--- config.mk ---
export PLATFORM = sky130hd
export DESIGN_NAME = url_percent_decoder
export DESIGN_NICKNAME = d
export VERILOG_FILES = /design/src/sv/urlpd_pkg.sv /design/src/sv/url_percent_decoder.sv
export SDC_FILE = /design/constraint.sdc
export NUM_CORES = 1
export LEC_CHECK = 0
export ABC_AREA = 0
export BUFFER_PORTS_ARGS = -buffer_cell sky130_fd_sc_hd__buf_4
export CAP_MARGIN = 0
export CORE_MARGIN = 4
export CORE_UTILIZATION = 35
export CTS_BUF_LIST = sky130_fd_sc_hd__clkbuf_8
export CTS_CLUSTER_DIAMETER = 40
export DETAILED_ROUTE_END_ITERATION = 8
export PLACE_DENSITY = 0.5
export SYNTH_ARGS = -nofsm -noshare
export SYNTH_HDL_FRONTEND = slang
export SYNTH_SLANG_ARGS = --single-unit
--- constraint.sdc ---
create_clock -name aclk -period 4.3 [get_ports aclk]
set_clock_uncertainty 0.2 [all_clocks]
set_input_delay 0.215 -clock aclk [delete_from_list [all_inputs] [get_ports aclk]]
set_output_delay 0.215 -clock aclk [all_outputs]
set_load 0.05 [all_outputs]
--- src/sv/urlpd_pkg.sv ---
// Shared types and character classifiers for the URL percent decoder
`default_nettype none

package urlpd_pkg;

    // decoder mode between words of one message
    typedef enum logic [1:0] {
        MODE_IDLE = 2'd0,
        MODE_PCT  = 2'd1,
        MODE_HIGH = 2'd2,
        MODE_DROP = 2'd3
    } mode_t;

    localparam int BYTE_W   = 8;
    localparam int NIBBLE_W = 4;

    localparam logic [BYTE_W-1:0] CHAR_PERCENT = 8'h25;

    // hex digit decode result
    typedef struct packed {
        logic                valid;
        logic [NIBBLE_W-1:0] value;
    } hex_t;

    // letters, digits, unreserved marks and reserved delimiters
    function automatic logic is_pass_char(input logic [BYTE_W-1:0] b);
        logic ok;
        ok = 1'b0;
        if (b >= 8'h61 && b <= 8'h7a) begin
            ok = 1'b1;
        end else if (b >= 8'h41 && b <= 8'h5a) begin
            ok = 1'b1;
        end else if (b >= 8'h30 && b <= 8'h39) begin
            ok = 1'b1;
        end else begin
            case (b)
                8'h2d, 8'h2e, 8'h5f, 8'h7e,                 // - . _ ~
                8'h21, 8'h23, 8'h24, 8'h26, 8'h27,          // ! # $ & '
                8'h28, 8'h29, 8'h2a, 8'h2b, 8'h2c, 8'h2f,   // ( ) * + , /
                8'h3a, 8'h3b, 8'h3d, 8'h3f, 8'h40,          // : ; = ? @
                8'h5b, 8'h5d: ok = 1'b1;                    // [ ]
                default: ok = 1'b0;
            endcase
        end
        return ok;
    endfunction

    // strict hex digit, either case
    function automatic hex_t hex_decode(input logic [BYTE_W-1:0] b);
        hex_t             h;
        logic [BYTE_W-1:0] diff;
        h    = '0;
        diff = '0;
        if (b >= 8'h30 && b <= 8'h39) begin
            diff    = b - 8'h30;
            h.valid = 1'b1;
        end else if (b >= 8'h61 && b <= 8'h66) begin
            diff    = b - 8'h57;
            h.valid = 1'b1;
        end else if (b >= 8'h41 && b <= 8'h46) begin
            diff    = b - 8'h37;
            h.valid = 1'b1;
        end else begin
            h.valid = 1'b0;
        end
        h.value = diff[NIBBLE_W-1:0];
        return h;
    endfunction

endpackage

`default_nettype wire

--- src/sv/url_percent_decoder.sv ---
// URL percent decoder: input register, byte classifier and escape merge, result register
//
// Usage: one encoded URL character per input word on s_in_byte, with s_is_last
// high on the final byte of a message. Allowed characters pass through, and
// "%XY" with two hex digits (either case) yields one decoded byte. A bad byte,
// an escape that decodes to zero, or a message ending inside an escape makes
// the message bad: later bytes are dropped and the message closes with one
// result word of m_out_byte 0, m_bad_input 1, m_end_of_message 1. Bytes
// decoded before the error were already sent; the consumer drops the message.
// A '%' and a first hex digit give no result word; neither does a dropped byte.
// Path: an accepted input word is held in the input register, decoded, and then
// registered into the result register, which drives m_valid. Throughput: one word
// per cycle while m_ready is high, set by the two-register pipe with one decode step between them.
// Backpressure: when m_ready is low the result register holds, the input
// register fills, and s_ready drops; with both registers full, s_ready follows
// m_ready combinationally.
// Reset (aresetn low, synchronous) empties both registers and returns the
// decoder to idle outside any escape.
`default_nettype none

module url_percent_decoder (
    input  wire logic                            aclk,
    input  wire logic                            aresetn,
    // input channel
    input  wire logic                            s_valid,
    output      logic                            s_ready,
    input  wire logic [urlpd_pkg::BYTE_W-1:0]    s_in_byte,
    input  wire logic                            s_is_last,
    // result channel
    output      logic                            m_valid,
    input  wire logic                            m_ready,
    output      logic [urlpd_pkg::BYTE_W-1:0]    m_out_byte,
    output      logic                            m_bad_input,
    output      logic                            m_end_of_message
);

    // pipeline registers
    logic                              in_valid_reg;
    logic [urlpd_pkg::BYTE_W-1:0]      in_byte_reg;
    logic                              in_last_reg;
    logic                              out_valid_reg;
    logic                              out_valid_next;
    logic [urlpd_pkg::BYTE_W-1:0]      out_byte_reg;
    logic                              out_bad_reg;
    logic                              out_end_reg;

    // decoder state
    urlpd_pkg::mode_t                  mode_reg;
    urlpd_pkg::mode_t                  mode_next;
    logic [urlpd_pkg::NIBBLE_W-1:0]    high_nibble_reg;
    logic [urlpd_pkg::NIBBLE_W-1:0]    high_nibble_next;

    // decode results
    logic                              advance;
    logic                              emit;
    logic                              fail;
    logic [urlpd_pkg::BYTE_W-1:0]      value;
    urlpd_pkg::hex_t                   hex;
    urlpd_pkg::mode_t                  mode_mid;

    // handshake: result register frees up, input register drains into it
    assign advance = !out_valid_reg || m_ready;
    assign s_ready = !in_valid_reg || advance;

    assign m_valid          = out_valid_reg;
    assign m_out_byte       = out_byte_reg;
    assign m_bad_input      = out_bad_reg;
    assign m_end_of_message = out_end_reg;

    // classify the held word against the current mode
    always_comb begin
        hex              = urlpd_pkg::hex_decode(in_byte_reg);
        fail             = 1'b0;
        emit             = 1'b0;
        value            = '0;
        mode_mid         = mode_reg;
        high_nibble_next = high_nibble_reg;
        case (mode_reg)
            urlpd_pkg::MODE_IDLE: begin
                if (urlpd_pkg::is_pass_char(in_byte_reg)) begin
                    emit  = 1'b1;
                    value = in_byte_reg;
                end else if (in_byte_reg == urlpd_pkg::CHAR_PERCENT) begin
                    mode_mid = urlpd_pkg::MODE_PCT;
                end else begin
                    fail = 1'b1;
                end
            end
            urlpd_pkg::MODE_PCT: begin
                if (!hex.valid) begin
                    fail = 1'b1;
                end else begin
                    high_nibble_next = hex.value;
                    mode_mid         = urlpd_pkg::MODE_HIGH;
                end
            end
            urlpd_pkg::MODE_HIGH: begin
                value = {high_nibble_reg, hex.value};
                if (!hex.valid || value == '0) begin
                    fail = 1'b1;
                end else begin
                    emit             = 1'b1;
                    mode_mid         = urlpd_pkg::MODE_IDLE;
                    high_nibble_next = '0;
                end
            end
            default: begin
                fail = 1'b1;
            end
        endcase

        if (fail) begin
            mode_mid = urlpd_pkg::MODE_DROP;
        end

        // message end closes any escape or error
        mode_next = mode_mid;
        if (in_last_reg) begin
            if (mode_mid != urlpd_pkg::MODE_IDLE) begin
                emit = 1'b1;
                fail = 1'b1;
            end
            mode_next        = urlpd_pkg::MODE_IDLE;
            high_nibble_next = '0;
        end else if (fail) begin
            emit = 1'b0;
        end

        out_valid_next = out_valid_reg && !m_ready;
        if (advance) begin
            out_valid_next = in_valid_reg && emit;
        end
    end

    // control registers
    always_ff @(posedge aclk) begin
        if (!aresetn) begin
            in_valid_reg    <= 1'b0;
            out_valid_reg   <= 1'b0;
            mode_reg        <= urlpd_pkg::MODE_IDLE;
            high_nibble_reg <= '0;
        end else begin
            if (s_ready) begin
                in_valid_reg <= s_valid;
            end
            out_valid_reg <= out_valid_next;
            if (in_valid_reg && advance) begin
                mode_reg        <= mode_next;
                high_nibble_reg <= high_nibble_next;
            end
        end
    end

    // payload registers
    always_ff @(posedge aclk) begin
        if (s_ready && s_valid) begin
            in_byte_reg <= s_in_byte;
            in_last_reg <= s_is_last;
        end
        if (advance && in_valid_reg && emit) begin
            out_byte_reg <= fail ? '0 : value;
            out_bad_reg  <= fail;
            out_end_reg  <= in_last_reg;
        end
    end

    // an error result always closes its message with a zero byte
    a_bad_closes: assert property (@(posedge aclk) disable iff (!aresetn)
        (out_valid_reg && out_bad_reg) |-> (out_end_reg && out_byte_reg == '0))
        else $error("error result without end mark or with nonzero byte");

    // a consumed last word leaves the decoder idle
    a_last_idle: assert property (@(posedge aclk) disable iff (!aresetn)
        (in_valid_reg && in_last_reg && advance) |=>
        (mode_reg == urlpd_pkg::MODE_IDLE && high_nibble_reg == '0))
        else $error("decoder not idle after last word");

    // no stale high nibble outside an escape
    a_idle_nibble: assert property (@(posedge aclk) disable iff (!aresetn)
        (mode_reg == urlpd_pkg::MODE_IDLE) |-> (high_nibble_reg == '0))
        else $error("high nibble set while idle");

    // a held result stays put until taken
    a_hold: assert property (@(posedge aclk) disable iff (!aresetn)
        (out_valid_reg && !m_ready) |=>
        (out_valid_reg && $stable(out_byte_reg) && $stable(out_bad_reg)))
        else $error("result register changed while stalled");

endmodule

`default_nettype wire
---- Yosys cells after proc, flatten, opt, wreduce, memory -nomap -nowiden ----
Index checks and enable logic that the tools add are counted.
storage, ports and cells
  bits in registers ....................... 27
  input port bits ......................... 13
operators by class
  $add $sub $neg .......................... 3
  $lt $le $gt $ge ......................... 8
  eq/ne operators ......................... 27
  multiplexer cells ....................... 38
  reduce and logical (&&, ||, !) cells .... 23
operator list
  operator                                                                             number
  8-bit by 6-bit == test with 1-bit output, second input constant                      18
  8-bit by 7-bit == test with 1-bit output, second input constant                      5
  8-bit by 7-bit <= comparator with 1-bit output, second input constant                4
  4-bit 2-to-1 mux                                                                     6
  22-bit OR reduction                                                                  1
  1-bit 2-to-1 mux                                                                     20
  8-bit by 7-bit greater-or-equal comparator with 1-bit output, second input constant  2
  8-bit case mux with 2 select lines                                                   1
  2-bit 2-to-1 mux                                                                     6
  1-bit logical AND                                                                    10
  8-bit by 6-bit greater-or-equal comparator with 1-bit output, second input constant  1
  8-bit by 6-bit <= comparator with 1-bit output, second input constant                1
  8-bit zero test                                                                      1
  8-bit 2-to-1 mux                                                                     1
  4-bit case mux with 2 select lines                                                   1
  4-bit by 3-bit subtractor with 4-bit output, second input constant                   2
  3-bit != test, second input constant                                                 2
  2-bit case mux with 3 select lines                                                   1
  1-bit zero test                                                                      4
  4-bit AND reduction                                                                  1
  4-bit by 1-bit subtractor with 4-bit output, second input constant                   1
  1-bit logical OR                                                                     3
  1-bit case mux with 3 select lines                                                   1
  3-bit nonzero test                                                                   1
  other kinds (5)                                                                      5

---- Logic depth before layout (Yosys ltp) ----
  depth in word-level cells ............... 15
  gate-level depth with buffers ........... 10
  mapped depth without buffers ............ 8

---- Least setup slack after synthesis ----
Ideal clock, no wire load.
  path type ............................... reg-to-reg
  start point ............................. register in_byte_reg[1] (netlist bit)
  end point ............................... register out_bad_reg (netlist: m_bad_input), enable pin
  arrival ................................. 2.479 ns
  slack ................................... 1.245 ns
  cell stages (with the launch flop) ...... 10
  path buffers ............................ 1
  period minus slack after synthesis ...... 3.055 ns
  cell sequence ........................... edfxtp_1 -> clkbuf_1 -> inv_1 -> ha_1 -> nand2_1 -> a2111oi_0 -> a211oi_2 -> a211oi_4 -> a211oi_2 -> nor2_1
on the way
  longest elaborated chain between the ends .. 14
  elaborated cells between the ends (all ways) .. 73
RTL lines
  what                                                                                             line                                                  RTL
  from (decl)                                                                                      url_percent_decoder.sv:39                             logic [urlpd_pkg::BYTE_W-1:0] in_byte_reg;
  from (signal assigned)                                                                           url_percent_decoder.sv:157                            in_byte_reg <= s_in_byte;
  8-bit by 7-bit greater-or-equal comparator with 1-bit output (tied with other cells)             urlpd_pkg.sv:31, urlpd_pkg.sv:60
  1-bit logical AND / 22-bit OR reduction (equally long branches)                                  urlpd_pkg.sv:60, urlpd_pkg.sv:36
  4-bit 2-to-1 mux (tied with other cells)                                                         urlpd_pkg.sv:60                                       end else if (b >= 8'h41 && b <= 8'h46) begin
  4-bit 2-to-1 mux (tied with other cells)                                                         urlpd_pkg.sv:57                                       end else if (b >= 8'h61 && b <= 8'h66) begin
  4-bit 2-to-1 mux (tied with other cells)                                                         urlpd_pkg.sv:54                                       if (b >= 8'h30 && b <= 8'h39) begin
  8-bit zero test (tied with other cells)                                                          url_percent_decoder.sv:99                             if (!hex.valid || value == '0) begin
  1-bit logical OR / 1-bit 2-to-1 mux (equally long branches)                                      url_percent_decoder.sv:99, url_percent_decoder.sv:78
  2-bit 2-to-1 mux (tied with other cells)                                                         url_percent_decoder.sv:99
  2-bit case mux with 3 select lines / 1-bit case mux with 3 select lines (equally long branches)  url_percent_decoder.sv:78                             case (mode_reg)
  2-bit 2-to-1 mux                                                                                 url_percent_decoder.sv:112                            if (fail) begin
  2-bit nonzero test                                                                               url_percent_decoder.sv:119                            if (mode_mid != urlpd_pkg::MODE_IDLE) begin
  1-bit 2-to-1 mux                                                                                 url_percent_decoder.sv:119
  1-bit 2-to-1 mux (*)                                                                             url_percent_decoder.sv:118                            if (in_last_reg) begin
  1-bit logical AND (*)                                                                            url_percent_decoder.sv:160                            if (advance && in_valid_reg && emit) begin
  to (signal assigned)                                                                             url_percent_decoder.sv:162                            out_bad_reg <= fail;
  to (decl)                                                                                        url_percent_decoder.sv:44                             logic out_bad_reg;
Mark *: on every way between the ends. The rest lies on a longest branch, timed or not. The select of a mux whose other input is x is not followed.
A chain may end at the register's enable or synchronous reset.

---- Worst setup path in the final report ----
  start point ............................. register in_byte_reg[1] (netlist bit)
  end point ............................... register out_byte_reg, in the netlist m_out_byte[6], enable pin
on the way
  longest elaborated chain between the ends .. 14
  elaborated cells between the ends (all ways) .. 73
RTL lines
  what                                                                                             line                                                  RTL
  8-bit by 7-bit greater-or-equal comparator with 1-bit output (tied with other cells)             urlpd_pkg.sv:31, urlpd_pkg.sv:60
  1-bit logical AND / 22-bit OR reduction (equally long branches)                                  urlpd_pkg.sv:60, urlpd_pkg.sv:36
  4-bit 2-to-1 mux (tied with other cells)                                                         urlpd_pkg.sv:60
  4-bit 2-to-1 mux (tied with other cells)                                                         urlpd_pkg.sv:57
  4-bit 2-to-1 mux (tied with other cells)                                                         urlpd_pkg.sv:54
  8-bit zero test (tied with other cells)                                                          url_percent_decoder.sv:99
  1-bit logical OR / 1-bit 2-to-1 mux (equally long branches)                                      url_percent_decoder.sv:99, url_percent_decoder.sv:78
  2-bit 2-to-1 mux (tied with other cells)                                                         url_percent_decoder.sv:99
  2-bit case mux with 3 select lines / 1-bit case mux with 3 select lines (equally long branches)  url_percent_decoder.sv:78
  2-bit 2-to-1 mux                                                                                 url_percent_decoder.sv:112
  2-bit nonzero test                                                                               url_percent_decoder.sv:119
  1-bit 2-to-1 mux                                                                                 url_percent_decoder.sv:119
  1-bit 2-to-1 mux (*)                                                                             url_percent_decoder.sv:118
  1-bit logical AND (*)                                                                            url_percent_decoder.sv:160
  to (signal assigned)                                                                             url_percent_decoder.sv:161                            out_byte_reg <= fail ? '0 : value;
  to (decl)                                                                                        url_percent_decoder.sv:43                             logic [urlpd_pkg::BYTE_W-1:0] out_byte_reg;
Marked as above.

==> impl_metrics.json <==
{
  "hold_path.class": "in -> reg",
  "final.min_clock_period_ns": 3.57,
  "post_synth_instance_area_um2": 1730,
  "gpl.final_weighted_congestion": 0.903,
  "synth.net_count": 186,
  "viasPerCell": 5.51,
  "critical_path.max_stage_delay_ns": 0.64,
  "insertedDiodeCount": 0,
  "power.share.sequential": 0.554,
  "path_max_fanout": 13,
  "worst_path_max_delay_cell": "nor2_1",
  "arrival_ns": 3.27,
  "post_synth.cell_area_avg_um2": 10.2,
  "drt_iter0_markers": 130,
  "netlist_instances": 169,
  "switching_share": 0.280,
  "setup.reg_to_reg.worst_slack_ns": 0.73,
  "drt_pass1_iterations": 4,
  "first_global_vias": 1377,
  "total_switching_power_uw": 157,
  "timing.critical_path.cells": "inv_1, ha_1, nand2_1, a2111oi_0, a211oi_2, a211oi_4, a211oi_2, nor2_1",
  "critical_path_launch_point": "in_byte_reg[1]$_DFFE_PP_",
  "top_level_ports": 25,
  "yosysUniqueCellTypes": 58,
  "numClockSinks": 27,
  "cts-root-buf": "clkbuf_8",
  "fin_util": 0.436,
  "remaining_routing_drc_violations": 0,
  "synth_edf_count": 19,
  "area.growth.synth_to_final_pct": 20.0,
  "dieHeight_um": 78.2,
  "fp.dieArea_um2": 6120,
  "max_cap_violations": 0,
  "worst_slew_margin_rel": 0.422,
  "slew_viol_final": 0,
  "combPwrFrac": 0.202,
  "grt_first_pass_wirelength_mm": 6.86,
  "hold_vio_cnt_final": 0,
  "timing.critical_path.required_ns": 4.01,
  "max_freq_mhz": 280,
  "sequential_element_share_of_the_synthesized_area": 0.423,
  "clk_latency_ns": 0.27,
  "holdCritStartpoint": "aresetn",
  "p_clk_frac": 0.244,
  "grt_max_degree": 20,
  "numCtsBuffers": 3,
  "synth_async_sr_flop_share": 0,
  "synth_seq_cells": 27,
  "track_usage": 0.138,
  "run_status": "finished, final reports clean",
  "ys.flop_type": "edfxtp_1",
  "drt-met1-wl_mm": 1.79,
  "internal-power_uw": 404,
  "clk_pin_slew_ns": 0.09,
  "clk_path_buf_depth": 2,
  "site_row_count": 25,
  "finalWirelength_mm": 4.01,
  "power_leakage_nw": 0.765,
  "grt_setup_unrepaired": "no",
  "layout_nets": 214,
  "htree_num_levels": 1,
  "topRoutingLayerUsed": "met4",
  "power.density_nw_per_um2": 271,
  "path_common_cell": "a211oi_2",
  "cts_repair_resize_count": 0,
  "postCtsHoldBufs": 10,
  "met3RoutedLength_um": 236,
  "worstMarginPinSlew_ns": 0.864,
  "layout-drive-gt1-share": 0.214,
  "routed_wire_length_per_instance_um": 15.3,
  "initial_core_util": 0.363,
  "number_of_buffer_cells_added_on_primary_ports": 24,
  "antenna_violating_nets_left": 0,
  "r2r_start": "in_byte_reg[1]$_DFFE_PP_",
  "globalRoute.totalOverflow": 0,
  "met2_wirelength_mm": 1.89,
  "placeableCoreArea_um2": 4750,
  "horizontal_die_dimension_um": 78.2,
  "worstSetupStartpointType": "flip-flop",
  "endpoint_kind": "flip-flop",
  "timing.final.setup_violations": 0,
  "initial_antenna_violation_count": 0,
  "via_count": 1448,
  "ir_worst_vdd_uv": 203,
  "critical_path_class": "reg -> reg",
  "post-cts-setup-buffer-count": 0,
  "cts_tree": "yes",
  "fin_tns_setup_ns": 0,
  "dp_hpwl_mm": 2.91,
  "synthesis.yosys.warnings": 0,
  "layout_worst_path_cycle_share": 0.830
}
-- power groups by stage --
stage,sequential [mW],clock [mW],combinational (mW)
final,0.311,0.137,0.113
after global routing,0.314,0.155,0.124
after CTS,0.310,0.144,0.113
after detailed placement,0.316,0,0.105
after global placement,0.317,0,0.105
after floorplan,0.319,0,0.0727
-- kinds of logic after synthesis --
group | share of synthesized area
xor+xnor | 0.0101
buf+inv | 0.0500
compound gates | 0.249
fa+ha+maj | 0.0290
flops | 0.423
simple gates | 0.199
mux | 0.0406
-- area by class of cell --
class / count / area (um^2)
clock inverter: 1 / 3.75
inverter: 6 / 22.5
sequential: 27 / 731
tap: 67 / 83.8
clock buffer: 3 / 41.3
fill: 471 / 2680
timing repair buffer: 34 / 280
multi-input combinational: 125 / 910
-- metal layers --
metal,up-vias,global-route usage
met1,673,0.184
met2,60,0.221
met5,-,0
li1,707,-
met4,0,0.0455
met3,8,0.0333
-- critical path, delay by kind of cell (launching register included) --
kind                     cells  cell delay (ns)
buffers and inverters        1             0.16
AND/OR/NAND/NOR              2             0.74
adder cells (fa/ha/maj)      1             0.27
AO/OA/AOI/OAI                4             1.26
flip-flops                   1             0.57
-- path summary, 6_finish.rpt --
check | endpoint | cells after the start
max | m_out_byte[6]$_SDFFCE_PP0P_ | 8
min | m_valid$_SDFF_PN0_ | 3
min reg2reg | high_nibble_reg[2]$_SDFFE_PN0P_ | 2
max reg2reg | m_out_byte[6]$_SDFFCE_PP0P_ | 8
-- per-stage QoR --
stage	hold WS [ns]	setup slack, ns	total power, mW	area (um^2)	cells
2_1_floorplan	0.114	1.25	0.392	1730	169
6_report	0.0559	0.733	0.561	2070	263
3_3_place_gp	0.193	0.969	0.421	1930	249
5_1_grt	0.0640	0.480	0.592	2070	263
4_1_cts	0.0474	0.822	0.567	2070	263
3_5_place_dp	0.194	0.832	0.421	1930	249
-- placed cells by master (no fill, tap or decap), types with 4 or more instances in the layout --
cell,count
a21oi_1,8
a31oi_1,4
and2_1,4
buf_4,24
dfxtp_1,8
dlygate4sd3_1,10
edfxtp_1,19
ha_1,4
inv_1,7
mux2i_1,7
nand2_1,12
nand2b_1,4
nor2_1,8
nor2b_1,4
nor3b_1,4
o21ai_0,7
-- Yosys cell counts (all sizes together) (4+ instances only) --
cell / number / area (um^2)
inv: 6 / 22.5
nand2: 13 / 51.3
mux2i: 7 / 70.1
and2: 4 / 25.0
dfxtp: 8 / 160
nor2: 8 / 30.0
edfxtp: 19 / 571
o21ai: 8 / 43.8
a21oi: 11 / 66.3
a211oi: 4 / 52.6
ha: 4 / 50.1
clkbuf: 5 / 18.8
a31oi: 5 / 37.5
nor3b: 4 / 30.0
buf: 6 / 45.0
nor2b: 4 / 25.0
nand2b: 4 / 25.0
No activity file was read; power rests on OpenSTA's default activity.
